===== src/sv/tmph_pkg.sv =====
package tmph_pkg;

    localparam int ADC_W       = 10;
    localparam int GAIN_W      = 24;
    localparam int OFFSET_W    = 17;
    localparam int PH_W        = 17;
    localparam int TARGET_W    = 16;
    localparam int TOL_W       = 16;
    localparam int SUM_W       = 24;
    localparam int FRAC_W      = 16;
    localparam int CFG_DATA_W  = 24;
    localparam int CFG_INDEX_W = 2;

    typedef logic signed [GAIN_W-1:0]   gain_t;
    typedef logic signed [OFFSET_W-1:0] offset_t;
    typedef logic signed [PH_W-1:0]     ph_t;
    typedef logic signed [SUM_W-1:0]    sum_t;
    typedef logic [TARGET_W-1:0]        target_t;
    typedef logic [TOL_W-1:0]           tol_t;

    typedef enum logic [CFG_INDEX_W-1:0] {
        REG_GAIN,
        REG_OFFSET,
        REG_SETPOINT,
        REG_TOLERANCE
    } cfg_reg_t;

    localparam gain_t   GAIN_RESET   = 24'sd1193804;
    localparam offset_t OFFSET_RESET = 17'sd3113;
    localparam target_t TARGET_RESET = 16'd0;
    localparam tol_t    TOL_RESET    = 16'd1638;

    localparam ph_t PH_MIN = {1'b1, {(PH_W-1){1'b0}}};
    localparam ph_t PH_MAX = {1'b0, {(PH_W-1){1'b1}}};

endpackage


===== src/sv/trimmed_mean_ph_bang_bang_core.sv =====
// trimmed-mean pH bang-bang core: takes one raw 10-bit probe reading per request
// and turns it into pH in 1/4096 units, ph = round(gain * adc / 2^16) + offset,
// saturated to a signed 17-bit value. Over each window of WINDOW requests it
// keeps a running sum, minimum and maximum; the last request of a window yields
// one result: the average without one smallest and one largest sample (rounded
// half up) and a pump decision. acid runs when the average is above
// setpoint + tolerance, alkali when below setpoint - tolerance; a setpoint
// of zero keeps both off. Other requests give no result. One request is taken
// every cycle; a window's last request goes through the conversion pipeline
// (input, product, pH), the divider (biased numerator, reciprocal product) and
// the result register to m_valid. The input only stalls when the result register
// is held by m_ready and the stages behind it are full. Registers are written
// through cfg_we / cfg_index / cfg_wdata (0 gain, 1 offset, 2 setpoint,
// 3 tolerance) by the user only while idle; the core does not enforce this.
module trimmed_mean_ph_bang_bang_core #(
    parameter int WINDOW = 10
) (
    input  logic                                 aclk,
    input  logic                                 aresetn,
    // sample requests
    input  logic                                 s_valid,
    output logic                                 s_ready,
    input  logic [tmph_pkg::ADC_W-1:0]           s_adc_sample,
    // window results
    output logic                                 m_valid,
    input  logic                                 m_ready,
    output tmph_pkg::ph_t                        m_avg_ph,
    output logic                                 m_acid_pump,
    output logic                                 m_alkali_pump,
    // register writes
    input  logic                                 cfg_we,
    input  logic [tmph_pkg::CFG_INDEX_W-1:0]     cfg_index,
    input  logic [tmph_pkg::CFG_DATA_W-1:0]      cfg_wdata
);
    import tmph_pkg::*;

    localparam int CNT_W = $clog2(WINDOW);
    localparam int CMP_W = PH_W + 2;

    // configuration registers
    gain_t   gain_reg;
    offset_t offset_reg;
    target_t target_reg;
    tol_t    tol_reg;

    // window state
    logic [CNT_W-1:0] count_reg;
    sum_t             sum_reg;
    ph_t              min_reg;
    ph_t              max_reg;
    sum_t             sum_next;
    ph_t              min_next;
    ph_t              max_next;

    // result register
    logic             m_valid_reg;
    ph_t              avg_reg;
    logic             acid_reg;
    logic             alkali_reg;
    logic             acid_next;
    logic             alkali_next;

    // stage links
    logic             conv_valid;
    logic             conv_ready;
    ph_t              conv_ph;
    logic             div_in_valid;
    logic             div_in_ready;
    logic             div_valid;
    logic             div_ready;
    ph_t              div_avg;

    logic             first_sample;
    logic             last_sample;
    logic             conv_take;
    logic             div_take;

    logic signed [CMP_W-1:0] avg_cmp;
    logic signed [CMP_W-1:0] hi_cmp;
    logic signed [CMP_W-1:0] lo_cmp;

    // register writes, indexes outside the list do nothing
    always_ff @(posedge aclk) begin
        if (!aresetn) begin
            gain_reg   <= GAIN_RESET;
            offset_reg <= OFFSET_RESET;
            target_reg <= TARGET_RESET;
            tol_reg    <= TOL_RESET;
        end else if (cfg_we) begin
            case (cfg_reg_t'(cfg_index))
                REG_GAIN: begin
                    gain_reg <= cfg_wdata[GAIN_W-1:0];
                end
                REG_OFFSET: begin
                    offset_reg <= cfg_wdata[OFFSET_W-1:0];
                end
                REG_SETPOINT: begin
                    target_reg <= cfg_wdata[TARGET_W-1:0];
                end
                REG_TOLERANCE: begin
                    tol_reg <= cfg_wdata[TOL_W-1:0];
                end
                default: begin
                end
            endcase
        end
    end

    // adc count to pH, three registered stages
    tmph_convert u_convert (
        .aclk      (aclk),
        .aresetn   (aresetn),
        .in_valid  (s_valid),
        .in_ready  (s_ready),
        .in_adc    (s_adc_sample),
        .gain      (gain_reg),
        .offset    (offset_reg),
        .out_valid (conv_valid),
        .out_ready (conv_ready),
        .out_ph    (conv_ph)
    );

    // running sum / min / max; the closing sample of a window needs room
    // in the divider, every other sample is absorbed right away
    assign first_sample = (count_reg == '0);
    assign last_sample  = (count_reg == CNT_W'(WINDOW - 1));
    assign conv_ready   = !last_sample || div_in_ready;
    assign conv_take    = conv_valid && conv_ready;
    assign div_in_valid = conv_valid && last_sample;

    always_comb begin
        if (first_sample) begin
            sum_next = SUM_W'(conv_ph);
            min_next = conv_ph;
            max_next = conv_ph;
        end else begin
            sum_next = sum_reg + SUM_W'(conv_ph);
            min_next = (conv_ph < min_reg) ? conv_ph : min_reg;
            max_next = (conv_ph > max_reg) ? conv_ph : max_reg;
        end
    end

    always_ff @(posedge aclk) begin
        if (!aresetn) begin
            count_reg <= '0;
        end else if (conv_take) begin
            count_reg <= last_sample ? '0 : count_reg + 1'b1;
        end
    end

    always_ff @(posedge aclk) begin
        if (conv_take) begin
            sum_reg <= sum_next;
            min_reg <= min_next;
            max_reg <= max_next;
        end
    end

    // trimmed average, the window totals ride along with the request
    tmph_divide #(
        .WINDOW (WINDOW)
    ) u_divide (
        .aclk      (aclk),
        .aresetn   (aresetn),
        .in_valid  (div_in_valid),
        .in_ready  (div_in_ready),
        .in_sum    (sum_next),
        .in_min    (min_next),
        .in_max    (max_next),
        .out_valid (div_valid),
        .out_ready (div_ready),
        .out_avg   (div_avg)
    );

    // bang-bang decision against target +/- tolerance
    assign div_ready = !m_valid_reg || m_ready;
    assign div_take  = div_valid && div_ready;

    always_comb begin
        avg_cmp     = CMP_W'(div_avg);
        hi_cmp      = $signed(CMP_W'(target_reg)) + $signed(CMP_W'(tol_reg));
        lo_cmp      = $signed(CMP_W'(target_reg)) - $signed(CMP_W'(tol_reg));
        acid_next   = 1'b0;
        alkali_next = 1'b0;
        if (target_reg != '0) begin
            if (avg_cmp > hi_cmp) begin
                acid_next = 1'b1;
            end else if (avg_cmp < lo_cmp) begin
                alkali_next = 1'b1;
            end
        end
    end

    // pumps hold the last decision between windows
    always_ff @(posedge aclk) begin
        if (!aresetn) begin
            m_valid_reg <= 1'b0;
            acid_reg    <= 1'b0;
            alkali_reg  <= 1'b0;
        end else begin
            if (div_ready) begin
                m_valid_reg <= div_valid;
            end
            if (div_take) begin
                acid_reg   <= acid_next;
                alkali_reg <= alkali_next;
            end
        end
    end

    always_ff @(posedge aclk) begin
        if (div_take) begin
            avg_reg <= div_avg;
        end
    end

    assign m_valid       = m_valid_reg;
    assign m_avg_ph      = avg_reg;
    assign m_acid_pump   = acid_reg;
    assign m_alkali_pump = alkali_reg;

endmodule


===== src/sv/tmph_convert.sv =====
module tmph_convert (
    input  logic                          aclk,
    input  logic                          aresetn,
    input  logic                          in_valid,
    output logic                          in_ready,
    input  logic [tmph_pkg::ADC_W-1:0]    in_adc,
    input  tmph_pkg::gain_t               gain,
    input  tmph_pkg::offset_t             offset,
    output logic                          out_valid,
    input  logic                          out_ready,
    output tmph_pkg::ph_t                 out_ph
);
    import tmph_pkg::*;

    localparam int PROD_W   = GAIN_W + ADC_W;
    localparam int ROUND_W  = PROD_W - FRAC_W;
    localparam int PHSUM_W  = ROUND_W + 1;
    localparam logic signed [PROD_W-1:0] HALF_LSB = PROD_W'(2 ** (FRAC_W - 1));

    logic                      adc_valid_reg;
    logic [ADC_W-1:0]          adc_reg;
    logic                      prod_valid_reg;
    logic signed [PROD_W-1:0]  prod_reg;
    logic signed [PROD_W-1:0]  prod_next;
    logic                      ph_valid_reg;
    ph_t                       ph_reg;
    ph_t                       ph_next;
    logic signed [PROD_W-1:0]  rounded;
    logic signed [PHSUM_W-1:0] ph_wide;
    logic                      adc_free;
    logic                      prod_free;
    logic                      ph_free;

    // stall chain, back to front
    assign ph_free   = !ph_valid_reg || out_ready;
    assign prod_free = !prod_valid_reg || ph_free;
    assign adc_free  = !adc_valid_reg || prod_free;
    assign in_ready  = adc_free;

    assign prod_next = PROD_W'(gain) * PROD_W'($signed({1'b0, adc_reg}));

    // round half up, drop the fraction, add the intercept, clamp
    always_comb begin
        rounded = prod_reg + HALF_LSB;
        ph_wide = PHSUM_W'($signed(rounded[PROD_W-1:FRAC_W])) + PHSUM_W'(offset);
        if (ph_wide < PHSUM_W'(PH_MIN)) begin
            ph_next = PH_MIN;
        end else if (ph_wide > PHSUM_W'(PH_MAX)) begin
            ph_next = PH_MAX;
        end else begin
            ph_next = PH_W'(ph_wide);
        end
    end

    always_ff @(posedge aclk) begin
        if (!aresetn) begin
            adc_valid_reg  <= 1'b0;
            prod_valid_reg <= 1'b0;
            ph_valid_reg   <= 1'b0;
        end else begin
            if (adc_free) begin
                adc_valid_reg <= in_valid;
            end
            if (prod_free) begin
                prod_valid_reg <= adc_valid_reg;
            end
            if (ph_free) begin
                ph_valid_reg <= prod_valid_reg;
            end
        end
    end

    always_ff @(posedge aclk) begin
        if (adc_free) begin
            adc_reg <= in_adc;
        end
        if (prod_free) begin
            prod_reg <= prod_next;
        end
        if (ph_free) begin
            ph_reg <= ph_next;
        end
    end

    assign out_valid = ph_valid_reg;
    assign out_ph    = ph_reg;

endmodule


===== src/sv/tmph_divide.sv =====
module tmph_divide #(
    parameter int WINDOW = 10
) (
    input  logic           aclk,
    input  logic           aresetn,
    input  logic           in_valid,
    output logic           in_ready,
    input  tmph_pkg::sum_t in_sum,
    input  tmph_pkg::ph_t  in_min,
    input  tmph_pkg::ph_t  in_max,
    output logic           out_valid,
    input  logic           out_ready,
    output tmph_pkg::ph_t  out_avg
);
    import tmph_pkg::*;

    // avg = floor((2*num + DEN) / (2*DEN)), the numerator biased positive by DIV * 2^PH_W
    // so that an exact unsigned reciprocal multiply can do the division
    localparam int DEN    = WINDOW - 2;
    localparam int DIV    = 2 * DEN;
    localparam int DIV_W  = $clog2(DIV);
    localparam int U_W    = DIV_W + PH_W + 1;
    localparam int SHIFT  = U_W + DIV_W;
    localparam int R_W    = U_W + 2;
    localparam int P_W    = U_W + R_W;
    localparam int CALC_W = SUM_W + 8;
    localparam logic [R_W-1:0] RECIP =
        R_W'(((64'd1 << SHIFT) + 64'(DIV) - 64'd1) / 64'(DIV));
    localparam logic signed [CALC_W-1:0] U_BIAS = CALC_W'(64'(DIV) << PH_W);

    logic                      u_valid_reg;
    logic [U_W-1:0]            u_reg;
    logic [U_W-1:0]            u_next;
    logic                      prod_valid_reg;
    logic [P_W-1:0]            prod_reg;
    logic signed [CALC_W-1:0]  num;
    logic signed [CALC_W-1:0]  u_calc;
    logic                      u_free;
    logic                      prod_free;

    assign prod_free = !prod_valid_reg || out_ready;
    assign u_free    = !u_valid_reg || prod_free;
    assign in_ready  = u_free;

    always_comb begin
        num    = CALC_W'(in_sum) - CALC_W'(in_min) - CALC_W'(in_max);
        u_calc = (num <<< 1) + CALC_W'(DEN) + U_BIAS;
        u_next = u_calc[U_W-1:0];
    end

    always_ff @(posedge aclk) begin
        if (!aresetn) begin
            u_valid_reg    <= 1'b0;
            prod_valid_reg <= 1'b0;
        end else begin
            if (u_free) begin
                u_valid_reg <= in_valid;
            end
            if (prod_free) begin
                prod_valid_reg <= u_valid_reg;
            end
        end
    end

    always_ff @(posedge aclk) begin
        if (u_free) begin
            u_reg <= u_next;
        end
        if (prod_free) begin
            prod_reg <= P_W'(u_reg) * P_W'(RECIP);
        end
    end

    // quotient minus the 2^PH_W bias is just its low PH_W bits
    assign out_valid = prod_valid_reg;
    assign out_avg   = $signed(prod_reg[SHIFT +: PH_W]);

endmodule


===== config.mk =====
export PLATFORM = sky130hd
export DESIGN_NAME = trimmed_mean_ph_bang_bang_core
export DESIGN_NICKNAME = d
export VERILOG_FILES = /design/src/sv/tmph_pkg.sv /design/src/sv/trimmed_mean_ph_bang_bang_core.sv /design/src/sv/tmph_convert.sv /design/src/sv/tmph_divide.sv
export SDC_FILE = /design/constraint.sdc
export NUM_CORES = 1
export LEC_CHECK = 0
export BUFFER_PORTS_ARGS = -buffer_cell sky130_fd_sc_hd__buf_2
export CAP_MARGIN = 10
export CORE_UTILIZATION = 55
export CTS_CLUSTER_DIAMETER = 150
export DETAILED_ROUTE_END_ITERATION = 10
export PLACE_DENSITY_LB_ADDON = 0.25
export SYNTH_ARGS = -nofsm -noshare
export SYNTH_HDL_FRONTEND = slang
export SYNTH_SLANG_ARGS = --single-unit

===== constraint.sdc =====
create_clock -name aclk -period 20.2 [get_ports aclk]
set_clock_uncertainty 0.15 [all_clocks]
set_input_delay 5.05 -clock aclk [delete_from_list [all_inputs] [get_ports aclk]]
set_output_delay 5.05 -clock aclk [all_outputs]
set_load 0.005 [all_outputs]

### Yosys cells after proc, flatten, opt, wreduce, memory -nomap -nowiden

Cells that the tools add are included.

* word-level logic and storage cells: 79
* bits in registers: 263
* output and inout bits: 21

* order comparisons: 6
* eq/ne operators: 4
* reduce and logical (&&, ||, !) cells: 24
* multiplexer cells: 12
* $mul: 1
* add/sub/neg operators: 10

Operator list (number)
* $mux 17: 5
* $sub 20x17->20: 2
* $add 34x17->34 const B: 1
* $lt 17x17->1: 2
* $mul 24x11->34: 1
* $add 24x17->24: 1
* $mux 24: 1
* $add 21x1->21 const B: 1
* $add 21x5->21 const B: 1
* $add 18x17->19: 1
* $gt 19x17->1 const B: 1
* $lt 19x17->1 const B: 1
* $gt 17x18->1: 1
* $add 16x16->17: 1
* $gt 17x17->1: 1
* $sub 16x16->17: 1
* $reduce_bool 16->1: 1
* $reduce_and 2->1: 4
* $logic_not 1->1: 7
* $logic_or 1x1->1: 7
* $mux 1: 5
* $add 4x1->4 const B: 1
* $eq 2x2->1 const B: 2
* $eq 4x4->1 const B: 1
* 5 further kinds: 7

### Longest topological paths before layout

Gate-level depths: netlist of run 1.

* depth after elaboration: 8
* depth in mapped cells: 26
* gate-level depth less buffers: 26

### By module

Synthesis of run 1 repeated with hierarchy kept, for this count alone.

* cell total of the unflattened synthesis: 2591
* area total of the unflattened synthesis: 24272.0 µm²

Modules (own cells, without submodules)
* tmph_convert: times used 1, cells an instance 1248, area an instance 11317.1 µm², sequential area each 1441.4 µm²
* trimmed_mean_ph_bang_bang_core: times used 1, cells an instance 1072, area an instance 10009.6 µm², sequential area each 3853.7 µm²
* tmph_divide: times used 1, cells an instance 271, area an instance 2945.3 µm², sequential area each 1061.0 µm²

### Least setup slack after synthesis of run 1

OpenSTA, ideal clock, no wires.

* path kind: input-to-output
* start: in m_ready
* end: out s_ready
* slack: 8664 ps
* arrival time: 6336 ps
* path buffers: 0
* stages on the path: 5
* cells stage by stage: nor2b_1 -> and3_1 -> inv_1 -> nor2_1 -> nand3_1

* cells in the longest elaborated chain, start to end: 7

RTL lines
* from (decl): RTL line trimmed_mean_ph_bang_bang_core.sv:26 `input logic m_ready,`
* $logic_or 1x1->1: RTL line trimmed_mean_ph_bang_bang_core.sv:176 `assign div_ready = !m_valid_reg || m_ready;`
* $logic_or 1x1->1: RTL line tmph_divide.sv:41 `assign prod_free = !prod_valid_reg || out_ready;`
* $logic_or 1x1->1: RTL line tmph_divide.sv:42 `assign u_free = !u_valid_reg || prod_free;`
* via div_in_ready: RTL line trimmed_mean_ph_bang_bang_core.sv:68 `logic div_in_ready;`
* $logic_or 1x1->1: RTL line trimmed_mean_ph_bang_bang_core.sv:127 `assign conv_ready = !last_sample || div_in_ready;`
* $logic_or 1x1->1: RTL line tmph_convert.sv:35 `assign ph_free = !ph_valid_reg || out_ready;`
* $logic_or 1x1->1: RTL line tmph_convert.sv:36 `assign prod_free = !prod_valid_reg || ph_free;`
* $logic_or 1x1->1: RTL line tmph_convert.sv:37 `assign adc_free = !adc_valid_reg || prod_free;`
* to (decl): RTL line trimmed_mean_ph_bang_bang_core.sv:22 `output logic s_ready,`

The timed path passes the listed nets, and every way through them passes these cells.

### Final worst setup path of run 1

Ends and elaborated chain as after synthesis.

==> results.sh, run 1 <==
export IMPL_synth_compound_area_share=0.120
export IMPL_grt_pass1_vias=18100
export IMPL_post_cts_buffers=0
export IMPL_antenna_found_initial=0
export IMPL_grtUsageTotal=0.258
export IMPL_grt_max_degree=86
export IMPL_dp_hpwl_mm=42.4
export IMPL_grt_overflow=0
export IMPL_relSlewSlack=0.188
export IMPL_final_common_cell="nand2_1"
export IMPL_avgSynthCellArea_um2=9.41
export IMPL_min_from="u_divide.u_reg[19]"
export IMPL_fill_cells=3563
export IMPL_p_total_w=0.00406
export IMPL_drv_slew=0
export IMPL_drc=0
export IMPL_wl_per_cell_um=17.8
export IMPL_ys_flop_type="edfxtp_1"
export IMPL_post_route_cells_drive_above_1_share=0.0667
export IMPL_worst_setup_path_end_kind="primary output"
export IMPL_wl_mm=54.8
export IMPL_path_clk_slew_ps=60
export IMPL_worst_setup_path_type="input pin to primary output"
export IMPL_tightest_slew_ps=1210
export IMPL_min_delay_path_depth=0
export IMPL_gp_congestion=0.891
export IMPL_dr_total_vias=17600
export IMPL_start_util=0.560
export IMPL_setup_viol_count_final=0
export IMPL_required_ps=15000
export IMPL_hold_viol=0
export IMPL_cp_max_fo=19
export IMPL_syn_nets=3003
export IMPL_synth_area_um2=23600
export IMPL_rsz0062_at_grt="no"
export IMPL_async_reset_ff_frac=0
export IMPL_tritoncts="done"
export IMPL_instances_no_fill=3075
export IMPL_drtIter0Drc=1083
export IMPL_multi_input_area_um2=15900
export IMPL_core_area_um2=42100
export IMPL_die_height_um=209
export IMPL_worstHoldEndpoint="u_divide.prod_reg[41]"
export IMPL_peakVddDrop_v=0.000148
export IMPL_dr_pass1_iters=6
export IMPL_ant_nets=0
export IMPL_nets=3008
export IMPL_start_kind="input pin"
export IMPL_clock_path_buffers=3
export IMPL_cts_root_buf="clkbuf_16"
export IMPL_clock_sinks=236
export IMPL_r2r_start="u_convert.out_ph[1]"
export IMPL_outcome="finished, final reports clean"
export IMPL_arrival_ps=7320
export IMPL_clk_latency_ps=580
export IMPL_synth_fa_ha_area_frac=0.313
export IMPL_cap_violations=0
export IMPL_ys_seq_elements=236
export IMPL_dp_cells=3021
export IMPL_cts_hold_buf=0
export IMPL_p_leak_nw=11.1
export IMPL_postCtsResizedCells=0
export IMPL_io_pins=62
export IMPL_hold_slack_ps=275
export IMPL_fin_crit_ps=12520
export IMPL_powerDensity_nw_per_um2=160
export IMPL_rrSetupSlack_ps=12520
export IMPL_synth_edf_count=151
export IMPL_die_area_um2=43700
export IMPL_die_width_um=209
export IMPL_final_cell_mix="328 x nand2_1, 305 x inv_1, 227 x fa_1, 227 x ha_1, 151 x edfxtp_1"
export IMPL_synth_simple_gate_area_frac=0.175
export IMPL_grt_pass1_wl_mm=91.2
export IMPL_portBuffers=61
export IMPL_synth_top_family_by_area="adder cells"
export IMPL_hold_path_class="flip-flop to flip-flop"
export IMPL_tns_ps=0
export IMPL_max_clock_freq_ghz=0.0798
export IMPL_rows=75
export IMPL_htree_num_levels=1
export IMPL_ys_seq_area_frac=0.264
export IMPL_syn_to_final_growth_pct=7.19
export IMPL_yosys_warnings=0
export IMPL_reg2reg_depth=23
export IMPL_viasPerCell=5.72
export IMPL_largest_reg_flops=24
export IMPL_final_util=0.600
export IMPL_ys_types=81
export IMPL_cts_buffers_inserted=28
export IMPL_layout_worst_path_cycle_share=0.620
export IMPL_synth_mux_area_frac=0.0167
export IMPL_synth_cells=2508
export IMPL_worstReg2RegEnd="u_divide.u_reg[20]"
export IMPL_synth_xor_area_share=0.0466
export IMPL_seqCellArea_um2=6240
## worst max-delay path, stage by stage
cell and delay (ps):
buf_2 100, nor2b_1 240, and3_1 290, inv_1 340, nor2_1 370, nand3_1 570
buf_2 340
## power breakdown
group	switching [W]	internal (W)	leakage (nW)
Clock	0.000217	0.000301	0.461
Sequential	0.000120	0.000739	2.19
Combinational	0.00152	0.00116	8.49
## cells by family after synthesis
logic type,after synthesis
and+or+nand+nor,837
adders and majority gates,454
AOI/OAI and AO/OA,413
buffers and inverters,407
DFF,236
xor gates and xnor gates,124
muxes,37
## per-stage QoR
stage / cell area, µm² / setup slack (ps)
final: 25300 / 7680
after global routing: 25300 / 7450
after floorplan: 23600 / 8660
after detailed placement: 24300 / 7670
after global placement: 24300 / 7790
after CTS: 25300 / 7660
## layout make-up
cell class              count  share of cell area
diodes                      1           0.0000989
repair buffers             77              0.0168
flip-flops and latches    236               0.247
clock inverters            20             0.00900
well taps                 539              0.0267
clock buffers              32              0.0287
multi-input cells        1865               0.627
inverters                 305              0.0453
## synthesized netlist by cell type (18+ instances only)
| cell | instances | area share |
|---|---|---|
| inv_1 | 305 | 0.049 |
| a21boi_0 | 59 | 0.019 |
| nand2b_1 | 21 | 0.0056 |
| xor2_1 | 43 | 0.016 |
| and2_1 | 140 | 0.037 |
| o21ai_0 | 78 | 0.017 |
| clkbuf_1 | 96 | 0.015 |
| dfxtp_1 | 85 | 0.072 |
| fa_1 | 227 | 0.19 |
| nor3_1 | 29 | 0.0062 |
| and3_1 | 43 | 0.011 |
| o21a_1 | 29 | 0.0092 |
| nor2b_1 | 28 | 0.0074 |
| nand3_1 | 69 | 0.015 |
| nand2_1 | 328 | 0.052 |
| mux2i_1 | 19 | 0.0081 |
| edfxtp_1 | 151 | 0.19 |
| a21o_1 | 37 | 0.012 |
| xnor2_1 | 80 | 0.030 |
| a21oi_1 | 89 | 0.019 |
| nand4_1 | 31 | 0.0082 |
| nor2_1 | 96 | 0.015 |
| ha_1 | 227 | 0.12 |
| mux2_2 | 18 | 0.0086 |
## metal layers
layer / global-route usage / wire length, µm / up-vias / share of wire
met3: 0.0260 / 2200 / 94 / 0.040
met1: 0.329 / 23600 / 8594 / 0.43
met4: 0.0735 / 1360 / 0 / 0.025
li1: - / - / 8458 / -
met5: 0 / 0 / - / 0
met2: 0.463 / 27600 / 433 / 0.50
## worst max path at each step
stage	startpoint	end	slack [ps]	cells past startpoint
after floorplan	m_ready	s_ready	8660	5
after global placement	m_ready	s_ready	7790	7
after detailed placement	m_ready	s_ready	7670	7
after CTS	m_ready	s_ready	7660	7
after global routing	m_ready	s_ready	7450	7
final	m_ready	s_ready	7680	7
No activity file was read; power rests on OpenSTA's default activity.
==> run 2: changes to the inputs <==
==> constraint.sdc (replaced) <==
create_clock -name aclk -period 11.4 [get_ports aclk]
set_clock_uncertainty 0.15 [all_clocks]
set_input_delay 2.85 -clock aclk [delete_from_list [all_inputs] [get_ports aclk]]
set_output_delay 2.85 -clock aclk [all_outputs]
set_load 0.005 [all_outputs]
==> run 2 against run 1 <==
Worst hold slack got worse by 2.4 ps. Sequential cell count stayed put. Combinational power grew 79%. Highest routed layer unchanged. Critical path type unchanged. Non-clock buffer count increased by 3.
==> results.sh, run 2 (same netlist as run 1, synthesis figures left out) <==
export IMPL_io_pins=62
export IMPL_cpMaxStageDelayCell="nand3_1"
export IMPL_fill_cells=3587
export IMPL_die_area_um2=43700
export IMPL_rsz0062_at_grt="no"
export IMPL_crit_family="simple AND/OR/NAND/NOR gates"
export IMPL_syn_to_final_growth_pct=7.24
export IMPL_max_clock_freq_ghz=0.126
export IMPL_tns_ps=0
export IMPL_relSlewSlack=0.300
export IMPL_final_common_cell="nand2_1"
export IMPL_arrival_ps=4960
export IMPL_cts_root_buf="clkbuf_16"
export IMPL_cp_max_fo=19
export IMPL_multi_input_area_um2=15900
export IMPL_rows=75
export IMPL_dr_total_vias=17800
export IMPL_largest_reg_flops=24
export IMPL_final_area_um2=25300
export IMPL_insertedDiodeCount=0
export IMPL_required_ps=8400
export IMPL_clock_path_buffers=3
export IMPL_dp_hpwl_mm=42.7
export IMPL_start_util=0.560
export IMPL_tightest_slew_ps=1050
export IMPL_timing_critical_path_buf_inv=4
export IMPL_cts_hold_buf=0
export IMPL_seqCellArea_um2=6240
export IMPL_drtIter0Drc=1249
export IMPL_path_clk_slew_ps=60
export IMPL_outcome="finished, final reports clean"
export IMPL_cap_violations=0
export IMPL_hold_path_class="flip-flop to flip-flop"
export IMPL_drv_slew=0
export IMPL_p_leak_nw=11.1
export IMPL_die_height_um=209
export IMPL_wl_mm=55.2
export IMPL_tritoncts="done"
export IMPL_crit_chain="buf_2, nor2b_1, and3_1, inv_1, buf_4, nor2_1, nand3_1, buf_2"
export IMPL_nets=3011
export IMPL_viasPerCell=5.77
export IMPL_wl_per_cell_um=18.0
export IMPL_drc=0
export IMPL_grt_pass1_wl_mm=91.5
export IMPL_start_kind="input pin"
export IMPL_clock_sinks=236
export IMPL_cp_slowest_stage_delay_ps=560
export IMPL_layout_worst_path_cycle_share=0.698
export IMPL_core_area_um2=42100
export IMPL_antenna_found_initial=0
export IMPL_final_cell_mix="328 x nand2_1, 305 x inv_1, 227 x fa_1, 227 x ha_1, 151 x edfxtp_1"
export IMPL_dr_pass1_iters=5
export IMPL_hold_viol=0
export IMPL_clk_latency_ps=590
export IMPL_worst_setup_path_end_kind="primary output"
export IMPL_powerDensity_nw_per_um2=285
export IMPL_peakVddDrop_v=0.000302
export IMPL_worst_setup_path_type="input pin to primary output"
export IMPL_die_width_um=209
export IMPL_post_route_cells_drive_above_1_share=0.0674
export IMPL_grtUsageTotal=0.259
export IMPL_postCtsResizedCells=0
export IMPL_grt_overflow=0
export IMPL_portBuffers=61
export IMPL_fin_crit_ps=7960
export IMPL_grt_pass1_vias=18100
export IMPL_htree_num_levels=1
export IMPL_grt_max_degree=86
export IMPL_post_cts_buffers=0
export IMPL_placed_cell_area_um2=24300
export IMPL_path_common_cell="buf_2"
export IMPL_ant_nets=0
export IMPL_cts_buffers_inserted=28
export IMPL_gp_congestion=0.909
export IMPL_setup_viol_count_final=0
## run 2: per-stage QoR
stage	utilization	hold WS [ps]	cells	power (W)	setup slack [ps]
2_1_floorplan	-	250	2508	0.00518	3590
3_3_place_gp	0.578	263	3022	0.00614	3550
3_5_place_dp	0.578	259	3022	0.00628	3500
4_1_cts	0.600	273	3073	0.00723	3480
5_1_grt	0.601	285	3076	0.00788	3300
6_report	0.601	272	3076	0.00722	3440
## run 2: area by class of cell
class | instances | share of cell area
tap | 539 | 0.0267
inverter | 305 | 0.0452
multi-input combinational | 1865 | 0.627
timing repair buffer | 80 | 0.0177
clock buffer | 33 | 0.0296
clock inverter | 18 | 0.00776
sequential | 236 | 0.246
## run 2: final timing paths
check                 startpoint                     to  slack [ps]  cells past startpoint
max reg2reg  u_convert.out_ph[1]     u_divide.u_reg[20]        3750                     23
min            u_divide.u_reg[5]  u_divide.prod_reg[27]         270                      0
max                      m_ready                s_ready        3440                      8
min reg2reg    u_divide.u_reg[5]  u_divide.prod_reg[27]         270                      0
## run 2: power by group
| group | total, W | internal, W | switching, W |
|---|---|---|---|
| combinational | 0.00479 | 0.00205 | 0.00273 |
| sequential | 0.00152 | 0.00131 | 0.000207 |
| clock | 0.000912 | 0.000522 | 0.000390 |
| total | 0.00722 | 0.00389 | 0.00333 |
## run 2: metal layers
metal  vias to the layer above  routed length, µm  share of wire  GRT usage
met5                         -                  0              0          0
met4                         0               1430          0.026     0.0718
met3                       103               2580          0.047     0.0275
met2                       492              27600           0.50      0.460
met1                      8709              23700           0.43      0.334
li1                       8456                  -              -          -
